[config.mk]
export PLATFORM = sky130hd
export DESIGN_NAME = gccd_isqrt
export DESIGN_NICKNAME = d
export VERILOG_FILES = /design/src/rtl/gccd_pkg.sv /design/src/rtl/gccd_isqrt.sv
export SDC_FILE = /design/constraint.sdc
export NUM_CORES = 2
export LEC_CHECK = 0
export BUFFER_PORTS_ARGS = -buffer_cell sky130_fd_sc_hd__buf_2
export CELL_PAD_IN_SITES_DETAIL_PLACEMENT = 0
export CELL_PAD_IN_SITES_GLOBAL_PLACEMENT = 1
export CORE_MARGIN = 10
export CORE_UTILIZATION = 50
export CTS_BUF_LIST = sky130_fd_sc_hd__clkbuf_4
export DETAILED_ROUTE_END_ITERATION = 10
export GPL_ROUTABILITY_DRIVEN = 0
export HOLD_SLACK_MARGIN = 0.05
export PLACE_DENSITY = 0.78
export REMOVE_ABC_BUFFERS = 1
export SYNTH_ARGS = -nofsm -noshare
export SYNTH_HDL_FRONTEND = slang
export SYNTH_SLANG_ARGS = --single-unit
[constraint.sdc]
create_clock -name clk -period 3.72 [get_ports clk]
set_clock_uncertainty 0.05 [all_clocks]
set_input_delay 0.372 -clock clk [delete_from_list [all_inputs] [get_ports clk]]
set_output_delay 0.372 -clock clk [all_outputs]
set_load 0.05 [all_outputs]
[src/rtl/gccd_pkg.sv]
// ============================================================================
// gccd_pkg
// Shared constants, tables and types for the great-circle course and
// distance pipeline.
// ============================================================================
package gccd_pkg;

    // Angle fixed point: degrees with this many fraction bits
    localparam int ANGLE_FRAC_BITS = 16;

    // Field widths
    localparam int LAT_W   = 24;
    localparam int LON_W   = 25;
    localparam int DEG_W   = 25;
    localparam int CT_W    = 25;
    localparam int DIST_W  = 19;
    localparam int VAR_W   = 9;
    localparam int RAD_W   = 23;

    // Binary angle: 2^32 per turn
    localparam int BAM_W   = 32;

    // CORDIC
    localparam int CORDIC_ITERS = 30;
    localparam int ROT_W        = 34;
    localparam int VEC_W        = 36;
    localparam int TRIG_W       = 32;
    localparam logic [TRIG_W-1:0] CORDIC_GAIN = 32'd652032874;

    localparam logic [BAM_W-1:0] ATAN_TAB [CORDIC_ITERS] = '{
        32'h20000000, 32'h12E4051E, 32'h09FB385B, 32'h051111D4, 32'h028B0D43,
        32'h0145D7E1, 32'h00A2F61E, 32'h00517C55, 32'h0028BE53, 32'h00145F2F,
        32'h000A2F98, 32'h000517CC, 32'h00028BE6, 32'h000145F3, 32'h0000A2FA,
        32'h0000517D, 32'h000028BE, 32'h0000145F, 32'h00000A30, 32'h00000518,
        32'h0000028C, 32'h00000146, 32'h000000A3, 32'h00000051, 32'h00000029,
        32'h00000014, 32'h0000000A, 32'h00000005, 32'h00000003, 32'h00000001
    };

    // Degrees to binary angle: q = floor((|v|*2^(32-F) + 180) / 360)
    //   = qa * 2^(29-F) + tab[ra], with |v| = 45*qa + ra
    localparam int BAM_SHIFT      = 29 - ANGLE_FRAC_BITS;
    localparam int BAM_DIV        = 45;
    localparam int BAM_RECIP_SH   = 31;
    localparam int BAM_RECIP_W    = 26;
    localparam logic [BAM_RECIP_W-1:0] BAM_RECIP =
        BAM_RECIP_W'(((64'd1 << BAM_RECIP_SH) + BAM_DIV - 1) / BAM_DIV);
    localparam int BAM_QA_W       = 20;
    localparam int BAM_RA_W       = 6;

    typedef logic [BAM_SHIFT-1:0] bam_tab_t [BAM_DIV];

    function automatic bam_tab_t build_bam_tab();
        bam_tab_t t;
        for (int i = 0; i < BAM_DIV; i++) begin
            t[i] = BAM_SHIFT'((longint'(i) * (64'd1 << (32 - ANGLE_FRAC_BITS)) + 180) / 360);
        end
        return t;
    endfunction

    localparam bam_tab_t BAM_TAB = build_bam_tab();

    // Integer square root datapath width
    localparam int SQ_W   = 62;
    localparam int SQ_IN_W = 61;
    localparam int SQ_OUT_W = 31;
    localparam int SQ_STEPS = 31;

    // Distance scaling
    localparam logic [20:0] DIST_SCALE = 21'd1686630;
    localparam logic [CT_W-1:0] TURN_FIXED = CT_W'(360 << ANGLE_FRAC_BITS);

    // Configuration register indexes
    typedef enum logic [0:0] {
        REG_MAG_VAR      = 1'b0,
        REG_EARTH_RADIUS = 1'b1
    } cfg_reg_t;

endpackage

[src/rtl/gccd_isqrt.sv]
// ============================================================================
// gccd_isqrt
// Pipelined integer square root, one result bit per stage.
// ============================================================================
module gccd_isqrt #(
    parameter int TAG_W = 1
) (
    input  logic                                clk,
    input  logic                                rst_n,
    input  logic                                en,
    input  logic [gccd_pkg::SQ_IN_W-1:0]        radicand,
    input  logic [TAG_W-1:0]                    tag_in,
    output logic [gccd_pkg::SQ_OUT_W-1:0]       root,
    output logic [TAG_W-1:0]                    tag_out
);
    import gccd_pkg::*;

    logic [SQ_W-1:0]  rem_reg  [SQ_STEPS+1];
    logic [SQ_W-1:0]  r_reg    [SQ_STEPS+1];
    logic [TAG_W-1:0] tag_reg  [SQ_STEPS+1];

    // entry
    always_ff @(posedge clk) begin
        if (en)
        begin
            rem_reg[0] <= SQ_W'(radicand);
            r_reg[0]   <= '0;
        end
    end

    // one bit per stage, trial bit 4^(30-i)
    for (genvar i = 0; i < SQ_STEPS; i++) begin : g_step
        localparam logic [SQ_W-1:0] TRIAL = SQ_W'(1) << (2 * (SQ_STEPS - 1 - i));
        logic [SQ_W-1:0] sum;
        assign sum = r_reg[i] + TRIAL;
        always_ff @(posedge clk) begin
            if (en)
            begin
                if (rem_reg[i] >= sum)
                begin
                    rem_reg[i+1] <= rem_reg[i] - sum;
                    r_reg[i+1]   <= (r_reg[i] >> 1) + TRIAL;
                end
                else
                begin
                    rem_reg[i+1] <= rem_reg[i];
                    r_reg[i+1]   <= r_reg[i] >> 1;
                end
            end
        end
    end

    // tag pipeline
    always_ff @(posedge clk or negedge rst_n) begin
        if (!rst_n)
        begin
            for (int i = 0; i < SQ_STEPS + 1; i++) tag_reg[i] <= '0;
        end
        else if (en)
        begin
            tag_reg[0] <= tag_in;
            for (int i = 1; i < SQ_STEPS + 1; i++) tag_reg[i] <= tag_reg[i-1];
        end
    end

    assign root    = r_reg[SQ_STEPS][SQ_OUT_W-1:0];
    assign tag_out = tag_reg[SQ_STEPS];

endmodule

Yosys cells after proc, flatten, opt, wreduce, memory -nomap -nowiden. Memory sizes are Yosys's and may differ from the RTL's. Cells that the tools add are included.

Multiplexer cells: 250. $add $sub $neg: 93. Magnitude comparators: 31. Bitwise gates (word level): 62.

Operators by type and width (number): 62-bit 2-to-1 mux (62); 62-bit >= comparator (31); 62-bit subtractor (31); 1-bit 2-to-1 mux (188); 61-bit by 1-bit adder with 62-bit output, second input constant (1); 61-bit by 11-bit adder with 62-bit output, second input constant (1); 61-bit by 13-bit adder with 62-bit output, second input constant (1); 61-bit by 15-bit adder with 62-bit output, second input constant (1); 61-bit by 17-bit adder with 62-bit output, second input constant (1); 61-bit by 19-bit adder with 62-bit output, second input constant (1); 61-bit by 21-bit adder with 62-bit output, second input constant (1); 61-bit by 23-bit adder with 62-bit output, second input constant (1); 61-bit by 25-bit adder with 62-bit output, second input constant (1); 61-bit by 27-bit adder with 62-bit output, second input constant (1); 61-bit by 29-bit adder with 62-bit output, second input constant (1); 61-bit by 3-bit adder with 62-bit output, second input constant (1); 61-bit by 31-bit adder with 62-bit output, second input constant (1); 61-bit by 33-bit adder with 62-bit output, second input constant (1); 61-bit by 35-bit adder with 62-bit output, second input constant (1); 61-bit by 37-bit adder with 62-bit output, second input constant (1); 61-bit by 39-bit adder with 62-bit output, second input constant (1); 61-bit by 41-bit adder with 62-bit output, second input constant (1); 61-bit by 43-bit adder with 62-bit output, second input constant (1); 61-bit by 45-bit adder with 62-bit output, second input constant (1); other kinds (43) (104).

Input port bits: 65. Word-level logic and storage cells: 470. Memories: 2. Register bits after elaboration: 32. Output and inout bits: 32. Memory bits (writable): 3968.

Memory list: r_reg (depth 32, bits a word 62, rd ports 32, clocked after Yosys merged registers in 0, wr ports 32, line gccd_isqrt.sv:19) `logic [SQ_W-1:0] r_reg [SQ_STEPS+1];`; rem_reg (depth 32, bits a word 62, rd ports 31, clocked after Yosys merged registers in 0, wr ports 32, line gccd_isqrt.sv:18) `logic [SQ_W-1:0] rem_reg [SQ_STEPS+1];`.

Longest topological paths before layout.
Depth after elaboration: 6. Mapped depth: 15. Mapped depth without buffers: 13.

Worst setup path after synthesis. OpenSTA, ideal clock, no wires.

Path type: input to register. Start point: in en. End point: mem r_reg[30][2], in the netlist r_reg[1][870], enable pin. Stages: 4. Arrival: 3.727 ns. Data required time: 3.187 ns. Library setup time: 0.483 ns. Path slack: -0.540 ns. Buffers on the path: 4. Cells stage by stage: clkbuf_1 > clkbuf_1 > clkbuf_1 > clkbuf_1.

RTL lines: start, declared (line gccd_isqrt.sv:10) `input logic en,`; end, declared (line gccd_isqrt.sv:19).

==> flow_summary.json <==
{
  "period_minus_slack_ns": 3.76,
  "root_buffer": "clkbuf_4",
  "synthCells": 9190,
  "viasPerCell": 5.63,
  "p_per_area_nw_per_um2": 577,
  "async_reset_ff_share_pct": 1.31,
  "synth_area_leader_cell": "edfxtp_1",
  "yosysWarnings": 0,
  "layout-drive-gt1-share_pct": 16.5,
  "post_drt_wl_per_cell_um": 20.7,
  "synth_ff_type": "edfxtp_1",
  "ys_seq_elements": 2449,
  "die-width_um": 501,
  "postRouteAntennaNets": 0,
  "cts_buffers": 635,
  "synth_most_common_cell": "edfxtp_1",
  "antenna_found_initial": 13,
  "finalHoldViolCount": 0,
  "relSlewSlack_pct": 21.3,
  "drc": 0,
  "cts_buffer_depth": 4,
  "crit_arrival_ns": 4.78,
  "worst_pin_slew_ns": 1.18,
  "internal-power_mw": 53.5,
  "place_inst": 12533,
  "netlist_top_cells_count": "edfxtp_1 (2417), nand2_1 (736), inv_1 (663)",
  "p_seq_share_pct": 48.9,
  "coreArea_um2": 230000,
  "fin_crit_sh_pct": 101,
  "synth_edf_count": 2417,
  "clkPwrFrac_pct": 29.0,
  "grt_first_pass_wirelength_um": 437000,
  "num_vias": 77857,
  "critPathMaxFanout": 6,
  "clkLatencyLatePin_ns": 1.37,
  "maxCapViolCount": 0,
  "firstDrtPassIters": 6,
  "holdCritPathClass": "in -> reg",
  "fmax_mhz": 266,
  "num_rows": 176,
  "p_comb_share_pct": 22.1,
  "htreeDepth": 6,
  "mappedNetlistArea_um2": 116000,
  "io_buffers": 96,
  "grt-ovfl-total": 0,
  "dieArea_um2": 251000,
  "switchingPower_mw": 23.4,
  "ir_worst_vdd_mv": 0.354,
  "nets": 10951,
  "synth_top_area_share_pct": 62.6,
  "grt_setup_unrepaired": "yes",
  "outcome": "finished with violations",
  "cts_tree": "done",
  "violations": "negative setup slack",
  "finalSetupViolations": 2,
  "fin_cells": 13818,
  "holdWs_ns": 0.256,
  "ys_top_cells_by_area": "edfxtp_1 (63%), ha_1 (5.6%), xnor2_1 (3.2%)",
  "syn_to_final_growth_pct": 15.1,
  "crit_path_start_kind": "register",
  "io_pins": 97,
  "first_iter_violations": 7129,
  "required_ns": 4.74,
  "initial_core_util_pct": 50.3,
  "p_sw_share_pct": 30.4,
  "dp_hpwl_um": 206000,
  "worst_slack_ns": -0.0377,
  "grt_pass1_vias": 76999,
  "die_h_um": 501,
  "leakage_nw": 51.3,
  "slew_viol_final": 0,
  "clk_pin_slew_worst_paths_ns": 0.06,
  "ys_seq_area_share_pct": 63.3,
  "synth_area_per_cell_um2": 12.6,
  "clkSinkCount": 2449,
  "largest_reg_flops": 1921,
  "grt_util_all_layers_pct": 22.1,
  "drt-total-wl_um": 285000,
  "p_total_mw": 77.0,
  "grt_max_degree": 217,
  "worstSetupEndpointType": "register",
  "synth_cell_types": 93,
  "fin_util_pct": 57.9,
  "path_class": "reg -> reg"
}
[through the flow]
step                cell area (um2)  setup TNS (ns)  setup slack [ns]
floorplan                    115000         -238.96             -3.08
global placement             123000          -10.88            -0.578
detailed placement           123000          -14.98            -0.629
CTS                          132000               0           0.00292
global route                 133000          -0.333           -0.0628
finish                       133000         -0.0615           -0.0377
[final cells by class]
type	count	area, um2
fill	18616	97000
sequential	2449	73400
multi-input combinational	5866	40000
clock buffer	887	6660
timing repair buffer	748	6130
tap	3026	3790
inverter	663	2490
clock inverter	170	888
antenna	9	22.5
[path summary, 6_finish.rpt]
kind                       slack [ns]                       from                   endpoint  cells after the start
hold reg to reg                  0.35   rem_reg[0][53]$_DFFE_PP_  rem_reg[0][115]$_DFFE_PP_                      0
max in group asynchronous        2.93                      rst_n    tag_reg[29]$_DFFE_PN0P_                      5
setup reg to reg                -0.04  rem_reg[1][637]$_DFFE_PP_  rem_reg[1][743]$_DFFE_PP_                     11
hold / removal                   0.26                         en  rem_reg[0][802]$_DFFE_PP_                      3
setup / recovery                -0.04  rem_reg[1][637]$_DFFE_PP_  rem_reg[1][743]$_DFFE_PP_                     11
min in group asynchronous        0.49                      rst_n     tag_reg[4]$_DFFE_PN0P_                      5
[logic make-up (layout without fill, tap and decap cells)]
kind of cell,after synthesis,after routing,synth area share (%)
simple gates,2751,2751,12.3
flops,2449,2449,63.3
compound gates,1684,1684,8.87
buf+inv,875,2468,2.86
xor+xnor,816,816,6.17
fa+ha+maj,523,523,5.65
mux,92,92,0.878
other cells,0,9,0
[power groups by stage]
stage	logic [mW]	registers, mW	clock network, mW
final	17.0	37.6	22.4
after global routing	18.8	37.9	24.5
after CTS	16.6	37.6	22.9
after detailed placement	16.3	38.1	0
after global placement	16.0	38.0	0
after floorplan	11.1	36.9	0
[critical path, cell delays in order, from the launching register on]
cell	delay, ns
edfxtp_1	0.44
ha_4	0.36
nand2_8	0.09
nor4_4	0.44
and3_1	0.25
nand3_2	0.10
nor4_4	0.44
nor3_2	0.09
o21a_1	0.14
or4_4	0.51
or4_1	0.43
xnor2_1	0.14
[routing by layer]
metal / routed length (um) / global-route usage (%)
met4: 7110 / 6.81
met1: 120000 / 28.8
met2: 140000 / 37.4
met3: 18600 / 4.21
met5: 0 / 0
[placed cells by master, fill, tap and decap left out, types with 33 or more instances in the layout]
cell type	count
edfxtp_1	2417
clkbuf_4	887
nand2_1	730
inv_1	662
o21ai_0	536
ha_1	510
nor2_1	473
buf_4	437
a21oi_1	427
xnor2_1	418
xor2_1	394
nor4_1	291
nor3_1	269
a21o_1	230
dlygate4sd3_1	191
nand3_1	172
nand4_1	145
clkinv_1	119
nand2b_1	117
o21a_1	108
or3_1	107
buf_2	95
mux2_2	77
nor2b_1	64
o21bai_1	50
nor4b_1	48
or4_1	44
and3_1	43
or2_2	34
o21ai_1	33
[what timing repair did]
action / in CTS / in global routing
pin swaps: 3 / 33
resized for setup: 18 / 161
buffers inserted: 4 / 24
endpoints found under the hold margin: 1064 / 0
hold buffers: 192 / 0
gates cloned: 0 / 0
setup endpoints to repair: 76 / 305
Note: power is estimated with default switching activity, not from simulation.
