===== src/rtl/gccd_pkg.sv =====
// ============================================================================
// gccd_pkg
// Shared constants, tables and types for the great-circle course and
// distance pipeline.
// ============================================================================
package gccd_pkg;

    // Angle fixed point: degrees with this many fraction bits
    localparam int ANGLE_FRAC_BITS = 16;

    // Field widths
    localparam int LAT_W   = 24;
    localparam int LON_W   = 25;
    localparam int DEG_W   = 25;
    localparam int CT_W    = 25;
    localparam int DIST_W  = 19;
    localparam int VAR_W   = 9;
    localparam int RAD_W   = 23;

    // Binary angle: 2^32 per turn
    localparam int BAM_W   = 32;

    // CORDIC
    localparam int CORDIC_ITERS = 30;
    localparam int ROT_W        = 34;
    localparam int VEC_W        = 36;
    localparam int TRIG_W       = 32;
    localparam logic [TRIG_W-1:0] CORDIC_GAIN = 32'd652032874;

    localparam logic [BAM_W-1:0] ATAN_TAB [CORDIC_ITERS] = '{
        32'h20000000, 32'h12E4051E, 32'h09FB385B, 32'h051111D4, 32'h028B0D43,
        32'h0145D7E1, 32'h00A2F61E, 32'h00517C55, 32'h0028BE53, 32'h00145F2F,
        32'h000A2F98, 32'h000517CC, 32'h00028BE6, 32'h000145F3, 32'h0000A2FA,
        32'h0000517D, 32'h000028BE, 32'h0000145F, 32'h00000A30, 32'h00000518,
        32'h0000028C, 32'h00000146, 32'h000000A3, 32'h00000051, 32'h00000029,
        32'h00000014, 32'h0000000A, 32'h00000005, 32'h00000003, 32'h00000001
    };

    // Degrees to binary angle: q = floor((|v|*2^(32-F) + 180) / 360)
    //   = qa * 2^(29-F) + tab[ra], with |v| = 45*qa + ra
    localparam int BAM_SHIFT      = 29 - ANGLE_FRAC_BITS;
    localparam int BAM_DIV        = 45;
    localparam int BAM_RECIP_SH   = 31;
    localparam int BAM_RECIP_W    = 26;
    localparam logic [BAM_RECIP_W-1:0] BAM_RECIP =
        BAM_RECIP_W'(((64'd1 << BAM_RECIP_SH) + BAM_DIV - 1) / BAM_DIV);
    localparam int BAM_QA_W       = 20;
    localparam int BAM_RA_W       = 6;

    typedef logic [BAM_SHIFT-1:0] bam_tab_t [BAM_DIV];

    function automatic bam_tab_t build_bam_tab();
        bam_tab_t t;
        for (int i = 0; i < BAM_DIV; i++) begin
            t[i] = BAM_SHIFT'((longint'(i) * (64'd1 << (32 - ANGLE_FRAC_BITS)) + 180) / 360);
        end
        return t;
    endfunction

    localparam bam_tab_t BAM_TAB = build_bam_tab();

    // Integer square root datapath width
    localparam int SQ_W   = 62;
    localparam int SQ_IN_W = 61;
    localparam int SQ_OUT_W = 31;
    localparam int SQ_STEPS = 31;

    // Distance scaling
    localparam logic [20:0] DIST_SCALE = 21'd1686630;
    localparam logic [CT_W-1:0] TURN_FIXED = CT_W'(360 << ANGLE_FRAC_BITS);

    // Configuration register indexes
    typedef enum logic [0:0] {
        REG_MAG_VAR      = 1'b0,
        REG_EARTH_RADIUS = 1'b1
    } cfg_reg_t;

endpackage


===== src/rtl/gccd_bam.sv =====
// ============================================================================
// gccd_bam
// Fixed-point degrees to 32-bit binary angle, rounded half away from zero.
// Four register stages.
// ============================================================================
module gccd_bam #(
    parameter int TAG_W = 1
) (
    input  logic                                clk,
    input  logic                                rst_n,
    input  logic                                en,
    input  logic signed [gccd_pkg::DEG_W-1:0]   deg,
    input  logic        [TAG_W-1:0]             tag_in,
    output logic        [gccd_pkg::BAM_W-1:0]   bam,
    output logic        [TAG_W-1:0]             tag_out
);
    import gccd_pkg::*;

    localparam int PROD_W = DEG_W + BAM_RECIP_W;

    logic [DEG_W-1:0]    ax1_reg, ax2_reg;
    logic                neg1_reg, neg2_reg, neg3_reg;
    logic [PROD_W-1:0]   prod2_reg;
    logic [BAM_QA_W-1:0] qa3_reg;
    logic [BAM_RA_W-1:0] ra3_reg;
    logic [BAM_W-1:0]    bam4_reg;
    logic [TAG_W-1:0]    tag_reg [4];

    logic [DEG_W-1:0]    rem_next;
    logic [BAM_W-1:0]    mag_next;

    // remainder after dividing by 45
    assign rem_next = ax2_reg - DEG_W'(prod2_reg[PROD_W-1:BAM_RECIP_SH] * BAM_DIV);
    assign mag_next = (BAM_W'(qa3_reg) << BAM_SHIFT) + BAM_W'(BAM_TAB[ra3_reg]);

    // datapath
    always_ff @(posedge clk) begin
        if (en)
        begin
            neg1_reg  <= deg[DEG_W-1];
            ax1_reg   <= deg[DEG_W-1] ? DEG_W'(-deg) : DEG_W'(deg);
            neg2_reg  <= neg1_reg;
            ax2_reg   <= ax1_reg;
            prod2_reg <= PROD_W'(ax1_reg) * PROD_W'(BAM_RECIP);
            neg3_reg  <= neg2_reg;
            qa3_reg   <= BAM_QA_W'(prod2_reg[PROD_W-1:BAM_RECIP_SH]);
            ra3_reg   <= rem_next[BAM_RA_W-1:0];
            bam4_reg  <= neg3_reg ? -mag_next : mag_next;
        end
    end

    // tag pipeline
    always_ff @(posedge clk or negedge rst_n) begin
        if (!rst_n)
        begin
            for (int i = 0; i < 4; i++) tag_reg[i] <= '0;
        end
        else if (en)
        begin
            tag_reg[0] <= tag_in;
            for (int i = 1; i < 4; i++) tag_reg[i] <= tag_reg[i-1];
        end
    end

    assign bam     = bam4_reg;
    assign tag_out = tag_reg[3];

endmodule


===== config.mk =====
export PLATFORM = sky130hd
export DESIGN_NAME = gccd_bam
export DESIGN_NICKNAME = d
export VERILOG_FILES = /design/src/rtl/gccd_pkg.sv /design/src/rtl/gccd_bam.sv
export SDC_FILE = /design/constraint.sdc
export NUM_CORES = 1
export LEC_CHECK = 0
export BUFFER_PORTS_ARGS = -buffer_cell sky130_fd_sc_hd__buf_2
export CAP_MARGIN = 10
export CORE_ASPECT_RATIO = 0.6
export CORE_MARGIN = 2
export CORE_UTILIZATION = 60
export DETAILED_ROUTE_END_ITERATION = 6
export PLACE_DENSITY = 0.76
export SLEW_MARGIN = 30
export SYNTH_ARGS = -nofsm -noshare
export SYNTH_HDL_FRONTEND = slang
export SYNTH_SLANG_ARGS = --single-unit

===== constraint.sdc =====
create_clock -name clk -period 8.75 [get_ports clk]
set_clock_uncertainty 0.2 [all_clocks]
set_input_delay 1.75 -clock clk [delete_from_list [all_inputs] [get_ports clk]]
set_output_delay 1.75 -clock clk [all_outputs]
set_load 0.02 [all_outputs]

# Yosys cells after proc, flatten, opt, wreduce, memory -nomap -nowiden
# Memories as Yosys holds them, arrays and structs flattened.
# Cells that the tools add are included.
[classes]
n_addsub = 4
n_mul = 2
n_div = 0
magnitude_cmp = 1
n_eq_ne = 0
shift = 0
n_mux = 4
bitwise_logic = 1
n_reduce_logical = 0
[op_table]
columns = ["cell", "count"]
rows = [
  ["multiplier 25 x 26 -> 51 bit, second input constant", 1],
  ["adder 32 x 13 -> 32 bit", 1],
  ["2-to-1 mux 32 bit", 1],
  ["negation 32 bit", 1],
  ["2-to-1 mux 13 bit", 2],
  ["negation 25 bit", 1],
  ["2-to-1 mux 24 bit", 1],
  ["multiplier 20 x 6 -> 6 bit, second input constant", 1],
  ["greater-or-equal comparator 7 bit, second input constant", 1],
  ["NOT 6 -> 7 bit", 1],
  ["subtractor 6 bit", 1],
]
[totals]
ff_bits = 146
latchBits = 0
ram_bits = 0
mem_bits_ro = 832
input_bits = 29
output_inout_bits = 33
wordCells = 27
n_memories = 1
[mem_list]
columns = ["name", "words", "width", "read_ports", "rd_clocked_by_memory_dff", "write_ports", "line_no", "rtl"]
rows = [
  ["(no name shown)", 64, 13, 1, 0, 0, "gccd_bam.sv:34", "assign mag_next = (BAM_W'(qa3_reg) << BAM_SHIFT) + BAM_W'(BAM_TAB[ra3_reg]);"],
]

# Longest topological paths before layout
# Gate-level depths: netlist (run 1).
[logic_depth]
ltp_word = 7
mapped_depth = 26
ltp_nobuf = 25

# Worst setup path before layout (run 1)
# Ideal clock, no wire load.
[synth_path]
kind = "register to register"
from = "register ax1_reg[24]"
to = "register prod2_reg[48], data pin"
setup_ps = 195
arrival_ps = 6290
required_time_ps = 8355
slack_ps = 2065
stages_incl_launch_ff = 22
path_buffers = 0
synth_period_minus_slack_ps = 6685
cell_sequence = "edfxtp_1 -> ha_1 -> inv_1 -> fa_1 -> fa_1 -> fa_1 -> inv_1 -> fa_1 -> fa_1 -> inv_1 -> fa_1 -> inv_1 -> ha_1 -> a21oi_1 -> o21bai_1 -> o21bai_1 -> a21oi_1 -> o221ai_1 -> o21a_1 -> o41ai_1 -> o21ai_0 -> o311ai_0"
[synth_via]
elab_chain_cells = 1
[synth_lines]
columns = ["element", "line_no", "rtl"]
rows = [
  ["from (decl)", "gccd_bam.sv:21", "logic [DEG_W-1:0] ax1_reg, ax2_reg;"],
  ["from (signal assigned)", "gccd_bam.sv:41", "ax1_reg <= deg[DEG_W-1] ? DEG_W'(-deg) : DEG_W'(deg);"],
  ["multiplier 25 x 26 -> 51 bit", "gccd_bam.sv:44", "prod2_reg <= PROD_W'(ax1_reg) * PROD_W'(BAM_RECIP);"],
  ["to (signal assigned)", "gccd_bam.sv:44", ""],
  ["to (decl)", "gccd_bam.sv:23", "logic [PROD_W-1:0] prod2_reg;"],
]
# No other way between the ends.
# A chain may end at the register's enable or synchronous reset.

# Worst setup path in the final report (run 1)
[layout_path]
from = "register ax1_reg[4]"
to = "register prod2_reg[48], data pin"
# Same word-level chain as after synthesis.

==> impl_results.md, run 1 <==
- Setup Viol. Count Final: 0
- H-tree Lvls: 4
- Global Route met3 Usage: 13.9%
- DR iter-0 viols: 758
- Post-CTS sizing: 0
- Post-CTS Setup Bufs: 0
- R2r setup slk: 1.45 ns
- HPWL after DPL: 28.2 mm
- Final Max Tran Viols: 0
- RSZ-0062 raised after global routing: false
- Clock sink total: 114
- Share of the synthesized area in the top cell type: 24.5%
- GR peak layer: met1
- Status: completed
- Main synth FF type: edfxtp_1
- Syn avg cell area: 10.8 um2
- Vias in the first global route: 9398
- DRT antenna net count: 0
- Largest net degree at the start of global routing: 82
- Synth top cells by count: inv_1, ha_1, fa_1, edfxtp_1, xnor2_1
- Post-synth ARST share: 3.51%
- CP required: 8.80 ns
- Synth area leader: fa_1
- Cts bufs inserted: 17
- # fillers: 1733
- Worst-path clk slew: 0.07 ns
- Core Area: 0.0232 mm2
- Via density: 5.55
- Final WL: 33.4 mm
- Post-synth EDFFs: 110
- Chip height: 123 um
- Routability cong.: 0.977
- Clock root buffer: clkbuf_16
- Max_cap viols: 0
- I/O pins: 62
- Register area share after synthesis: 24.0%
- Worst Hold Class: flop to flop
- Worst skew pair latency: 0.44 ns
- Mapped Cells: 1316
- Area growth from synthesis to layout: 8.99%
- Met1 Use GR: 42.5%
- Critical Path AT: 7.35 ns
- CTS tree: done
- Setup TNS: 0 ns
- Post-Synthesis Cell Area: 0.0142 mm2
- Dpl cell area: 0.0148 mm2
- Row count: 43
- Top-count cell post-synth: inv_1
- Yosys warning total: 0
- Initial Utilization: 61.3%
- Measured slew at the worst slew-check pin: 0.791 ns
- Initial antenna violation count: 0
- Unique masters post-synth: 61
- Final worst-path cycle share: 83.4%
- # DRC: 0
- Max FO, Critical Path: 6
- M2 GR Usage: 37.2%
- CTS max path bufs: 2
- Syn nets: 1770
- Core Util, Final: 66.8%
- Routed vias: 9491
- Die ar.: 0.0250 mm2
- Final-report hold violation count: 0
- Max reg flops: 32
- Routed WL per cell: 19.5 um
- GRT Util Overall: 28.4%
- Critical path class: flop to flop
- Share of layout cells above drive strength 1: 8.54%
- IO Port Bufs: 61
- GRT overflow: 0
- Hold Buf Count CTS: 0
- Die W: 203 um
- First-pass GRT wire length: 52.0 mm
- Drt first pass iters: 5
- Worst setup EP type: flop
- Fmax: 0.137 GHz
- Final min period: 7.30 ns
- Max-Slew Margin vs Limit: 46.6%
- Fin area: 0.0155 mm2
- Nets: 1834
- Startpoint types: flop
- Top cells by area, synth: fa_1, edfxtp_1, ha_1
- Seq cells post-synth: 114
## cell families after synthesis
family / synth area share, %
flip-flops: 24.0
multiplexers: 0.934
buffers and inverters: 9.11
XOR/XNOR: 5.55
AND/OR/NAND/NOR: 5.77
AO/OA/AOI/OAI: 8.05
adder cells (fa/ha/maj): 46.6
## per-stage QoR
step           hold WS, ns  instances  setup WS [ns]
6_report             0.217       1709           1.45
5_1_grt              0.227       1708          0.936
4_1_cts              0.218       1707           1.15
3_5_place_dp         0.205       1675           1.19
3_3_place_gp         0.203       1675           1.53
2_1_floorplan        0.200       1316           2.06
## metal layers
| metal | part of all wire (%) | vias to the layer above |
|---|---|---|
| li1 | - | 4471 |
| met1 | 48 | 4609 |
| met2 | 39 | 385 |
| met3 | 13 | 26 |
| met4 | 1.0 | 0 |
| met5 | 0 | - |
## worst paths after layout
kind	start	depth (start not counted)	end
worst min-delay path	prod2_reg[37]$_DFFE_PP_	0	qa3_reg[6]$_DFFE_PP_
max in group asynchronous	rst_n	1	tag_reg[2]$_DFFE_PN0P_
worst max register to register	ax1_reg[4]$_DFFE_PP_	23	prod2_reg[48]$_DFFE_PP_
worst max-delay path	ax1_reg[4]$_DFFE_PP_	23	prod2_reg[48]$_DFFE_PP_
worst min register to register	prod2_reg[37]$_DFFE_PP_	0	qa3_reg[6]$_DFFE_PP_
min in group asynchronous	rst_n	1	tag_reg[1]$_DFFE_PN0P_
## cell type report
| cell class | count | area [um2] | share of cell area [%] |
|---|---|---|---|
| well taps | 315 | 394 | 2.55 |
| flip-flops and latches | 114 | 3400 | 22.0 |
| multi-input cells | 858 | 9520 | 61.5 |
| diodes | 1 | 2.50 | 0.0162 |
| clock inverters | 15 | 180 | 1.16 |
| repair buffers | 64 | 342 | 2.21 |
| inverters | 325 | 1220 | 7.88 |
| clock buffers | 17 | 425 | 2.75 |
## worst max-delay path, cell delays in order (launching register included)
cell and delay [ns]:
edfxtp_1 0.50, ha_1 0.39, inv_1 0.09, fa_1 0.49, inv_1 0.04, ha_1 0.31
inv_1 0.07, fa_1 0.53, inv_1 0.04, ha_1 0.29, fa_1 0.54, inv_1 0.06
fa_1 0.54, inv_1 0.05, ha_1 0.29, nand4_1 0.11, a21oi_1 0.06, o31a_1 0.27
nor3_1 0.52, o221ai_1 0.22, o21a_1 0.28, o41ai_2 0.60, o21ai_0 0.29, o311ai_0 0.35
## layout by cell type, fill, tap and decap left out, types with 8 or more instances in the layout
cell / count
o31ai_1: 14
clkbuf_16: 17
o21ai_0: 36
nor2b_1: 8
nand4_1: 10
buf_2: 60
nand2_1: 47
xor2_1: 25
nor2_1: 31
inv_1: 325
a21o_1: 11
a21oi_1: 47
fa_1: 174
xnor2_1: 65
nand2b_1: 14
nor3_1: 9
edfxtp_1: 110
nand3_1: 11
ha_1: 251
Power of run 1 is not shown: default switching activity piles up to over one toggle a cycle in this logic, so the estimate is an artifact.
==> inputs of run 2 (changes only) <==
==> constraint.sdc (replaced) <==
create_clock -name clk -period 7 [get_ports clk]
set_clock_uncertainty 0.2 [all_clocks]
set_input_delay 1.4 -clock clk [delete_from_list [all_inputs] [get_ports clk]]
set_output_delay 1.4 -clock clk [all_outputs]
set_load 0.02 [all_outputs]
==> run 2 against run 1 <==
Net effect:
- cell count rose by 1.1%
- die area stayed put
- hold slack improved by 0.00056 ns
- sequential share of layout area decreased by 0.32 points
- design area up 1.5%
- register-to-register slack got worse by 1.2 ns
- first-iteration DRC count grew 36%
- critical path depth shrank 1
- via count is 2.1% higher
- routed wire length rose by 2.2%
- fmax rose by 7.5%
==> impl_results.md, run 2 (synthesized netlist as in run 1, its figures left out) <==
- Routed vias: 9686 (was 9491)
- Max_cap viols: 0 (unchanged)
- Row count: 43 (unchanged)
- Die W: 203 um (unchanged)
- Worst skew pair latency: 0.43 ns (was 0.44 ns)
- CP required: 6.97 ns (was 8.80 ns)
- Max reg flops: 32 (unchanged)
- Nets: 1854 (was 1834)
- Core Area: 0.0232 mm2 (unchanged)
- Final min period: 6.79 ns (was 7.30 ns)
- Clock sink total: 114 (unchanged)
- Setup Viol. Count Final: 0 (unchanged)
- Layout Cells excl Fill: 1728 (was 1709)
- Critical path class: flop to flop (unchanged)
- Drt first pass iters: 6 (was 5)
- Crit path largest cell delay: 0.56 ns (was 0.60 ns)
- I/O pins: 62 (unchanged)
- Worst Hold Class: flop to flop (unchanged)
- CTS max path bufs: 2 (unchanged)
- DR iter-0 viols: 1030 (was 758)
- H-tree Lvls: 4 (unchanged)
- WHS: 0.217 ns (about the same)
- GRT overflow: 0 (unchanged)
- Max FO, Critical Path: 5 (was 6)
- Via density: 5.61 (was 5.55)
- First-pass GRT wire length: 52.4 mm (was 52.0 mm)
- CP delay by family, top: adder cells (unchanged)
- CTS tree: done (unchanged)
- Max-Slew Margin vs Limit: 48.5% (was 46.6%)
- Crit-path cells: ha_4, inv_1, fa_1, fa_2, fa_1, inv_1, fa_1, fa_1, inv_1, fa_1, inv_1, ha_4, nand4_1, nor3_2, nand2_1, or2_2, o221ai_2, o21a_2, o41ai_4, buf_4, o31a_1, xnor2_1 (was ha_1, inv_1, fa_1, inv_1, ha_1, inv_1, fa_1, inv_1, ha_1, fa_1, inv_1, fa_1, inv_1, ha_1, nand4_1, a21oi_1, o31a_1, nor3_1, o221ai_1, o21a_1, o41ai_2, o21ai_0, o311ai_0)
- Fmax: 0.147 GHz (was 0.137 GHz)
- Ant. Diodes: 0 (was 1)
- Final Max Tran Viols: 0 (unchanged)
- Max stage delay cell, worst path: fa_1 (was o41ai_2)
- IO Port Bufs: 61 (unchanged)
- Pre-CTS setup slack: -0.0913 ns (was 1.19 ns)
- Startpoint types: flop (unchanged)
- Final WL: 34.1 mm (was 33.4 mm)
- Initial antenna violation count: 0 (unchanged)
- PnR worst setup slack: 0.209 ns (was 1.45 ns)
- DRT antenna net count: 0 (unchanged)
- # DRC: 0 (unchanged)
- Cts bufs inserted: 17 (unchanged)
- Worst setup EP type: flop (unchanged)
- Clock root buffer: clkbuf_16 (unchanged)
- Largest net degree at the start of global routing: 81 (was 82)
- # fillers: 1707 (was 1733)
- Final worst-path cycle share: 97.0% (was 83.4%)
- Most frequent cells in the layout: inv_1, ha_1, fa_1 (unchanged)
- Chip height: 123 um (unchanged)
- Initial Utilization: 61.3% (unchanged)
- Critical Path AT: 6.77 ns (was 7.35 ns)
- GRT Util Overall: 28.4% (about the same)
- Crit path buf inv count: 5 (was 6)
- CP most frequent cell: fa_1 (was inv_1)
- Status: completed (unchanged)
- Routability cong.: 0.991 (was 0.977)
- Die ar.: 0.0250 mm2 (unchanged)
- Commonest non-fill, non-tap cell in the layout: inv_1 (unchanged)
- Core Util, Final: 67.7% (was 66.8%)
- Final-report hold violation count: 0 (unchanged)
- Share of layout cells above drive strength 1: 10.5% (was 8.54%)
- Hold Buf Count CTS: 0 (unchanged)
- Routed WL per cell: 19.7 um (was 19.5 um)
- Area growth from synthesis to layout: 10.6% (was 8.99%)
- Measured slew at the worst slew-check pin: 0.772 ns (was 0.791 ns)
- Vias in the first global route: 9536 (was 9398)
- Placed cells: 1691 (was 1675)
- HPWL after DPL: 28.5 mm (was 28.2 mm)
- Worst-path clk slew: 0.06 ns (was 0.07 ns)
==> run 2: changes by cell type in the layout (fill, tap and decap cells not counted), sizes merged <==
cell / previous run / this run
clkinvlp: 2 / 1
clkinv: 6 / 11
buf: 64 / 84
diode: 1 / 0
inv: 329 / 325
==> run 2: path summary, 6_finish.rpt <==
kind                                         start                 endpoint  slack (ns)  cells past startpoint
max                          ax1_reg[21]$_DFFE_PP_  prod2_reg[49]$_DFFE_PP_        0.21                     22
min                        prod2_reg[47]$_DFFE_PP_    qa3_reg[16]$_DFFE_PP_        0.22                      0
max reg2reg                  ax1_reg[21]$_DFFE_PP_  prod2_reg[49]$_DFFE_PP_        0.21                     22
min reg2reg                prod2_reg[47]$_DFFE_PP_    qa3_reg[16]$_DFFE_PP_        0.22                      0
max in group asynchronous                    rst_n   tag_reg[2]$_DFFE_PN0P_        5.92                      1
min in group asynchronous                    rst_n      tag_out$_DFFE_PN0P_        0.56                      1
==> run 2: timing repair <==
| action | CTS | global route |
|---|---|---|
| setup buffers | 1 | 3 |
| gates resized for setup | 1 | 20 |
| pin swaps | 0 | 7 |
| setup endpoints to repair | 4 | 8 |
==> run 2: per-layer routing <==
layer / up-vias / wire length (um) / GRT usage [%]
met3: 26 / 3850 / 11.4
met1: 4772 / 16400 / 43.5
met4: 0 / 334 / 5.38
met2: 381 / 13500 / 37.4
li1: 4507 / - / -
met5: - / 0 / 0
==> run 2: worst reg2reg max path: stages, from the launching register on <==
cell and delay [ns]:
edfxtp_1 0.49, ha_4 0.32, inv_1 0.05, fa_1 0.56
fa_2 0.50, fa_1 0.56, inv_1 0.05, fa_1 0.46
fa_1 0.54, inv_1 0.05, fa_1 0.54, inv_1 0.08
ha_4 0.30, nand4_1 0.17, nor3_2 0.25, nand2_1 0.06
or2_2 0.28, o221ai_2 0.15, o21a_2 0.24, o41ai_4 0.11
buf_4 0.16, o31a_1 0.28, xnor2_1 0.12
==> run 2: stage by stage <==
| step | TNS, ns | cell area, um2 |
|---|---|---|
| finish | 0 | 15700 |
| global placement | 0 | 15000 |
| floorplan | 0 | 14200 |
| global route | -0.188 | 15700 |
| CTS | 0 | 15600 |
| detailed placement | -0.305 | 15000 |
==> run 2: layout make-up <==
| type | count | area (um2) | share of cell area [%] |
|---|---|---|---|
| clock buffer | 17 | 425 | 2.71 |
| multi-input combinational | 858 | 9630 | 61.3 |
| timing repair buffer | 84 | 492 | 3.13 |
| tap | 315 | 394 | 2.51 |
| sequential | 114 | 3400 | 21.7 |
| clock inverter | 15 | 148 | 0.940 |
| inverter | 325 | 1220 | 7.77 |
Power of run 2 is left out for the same reason.
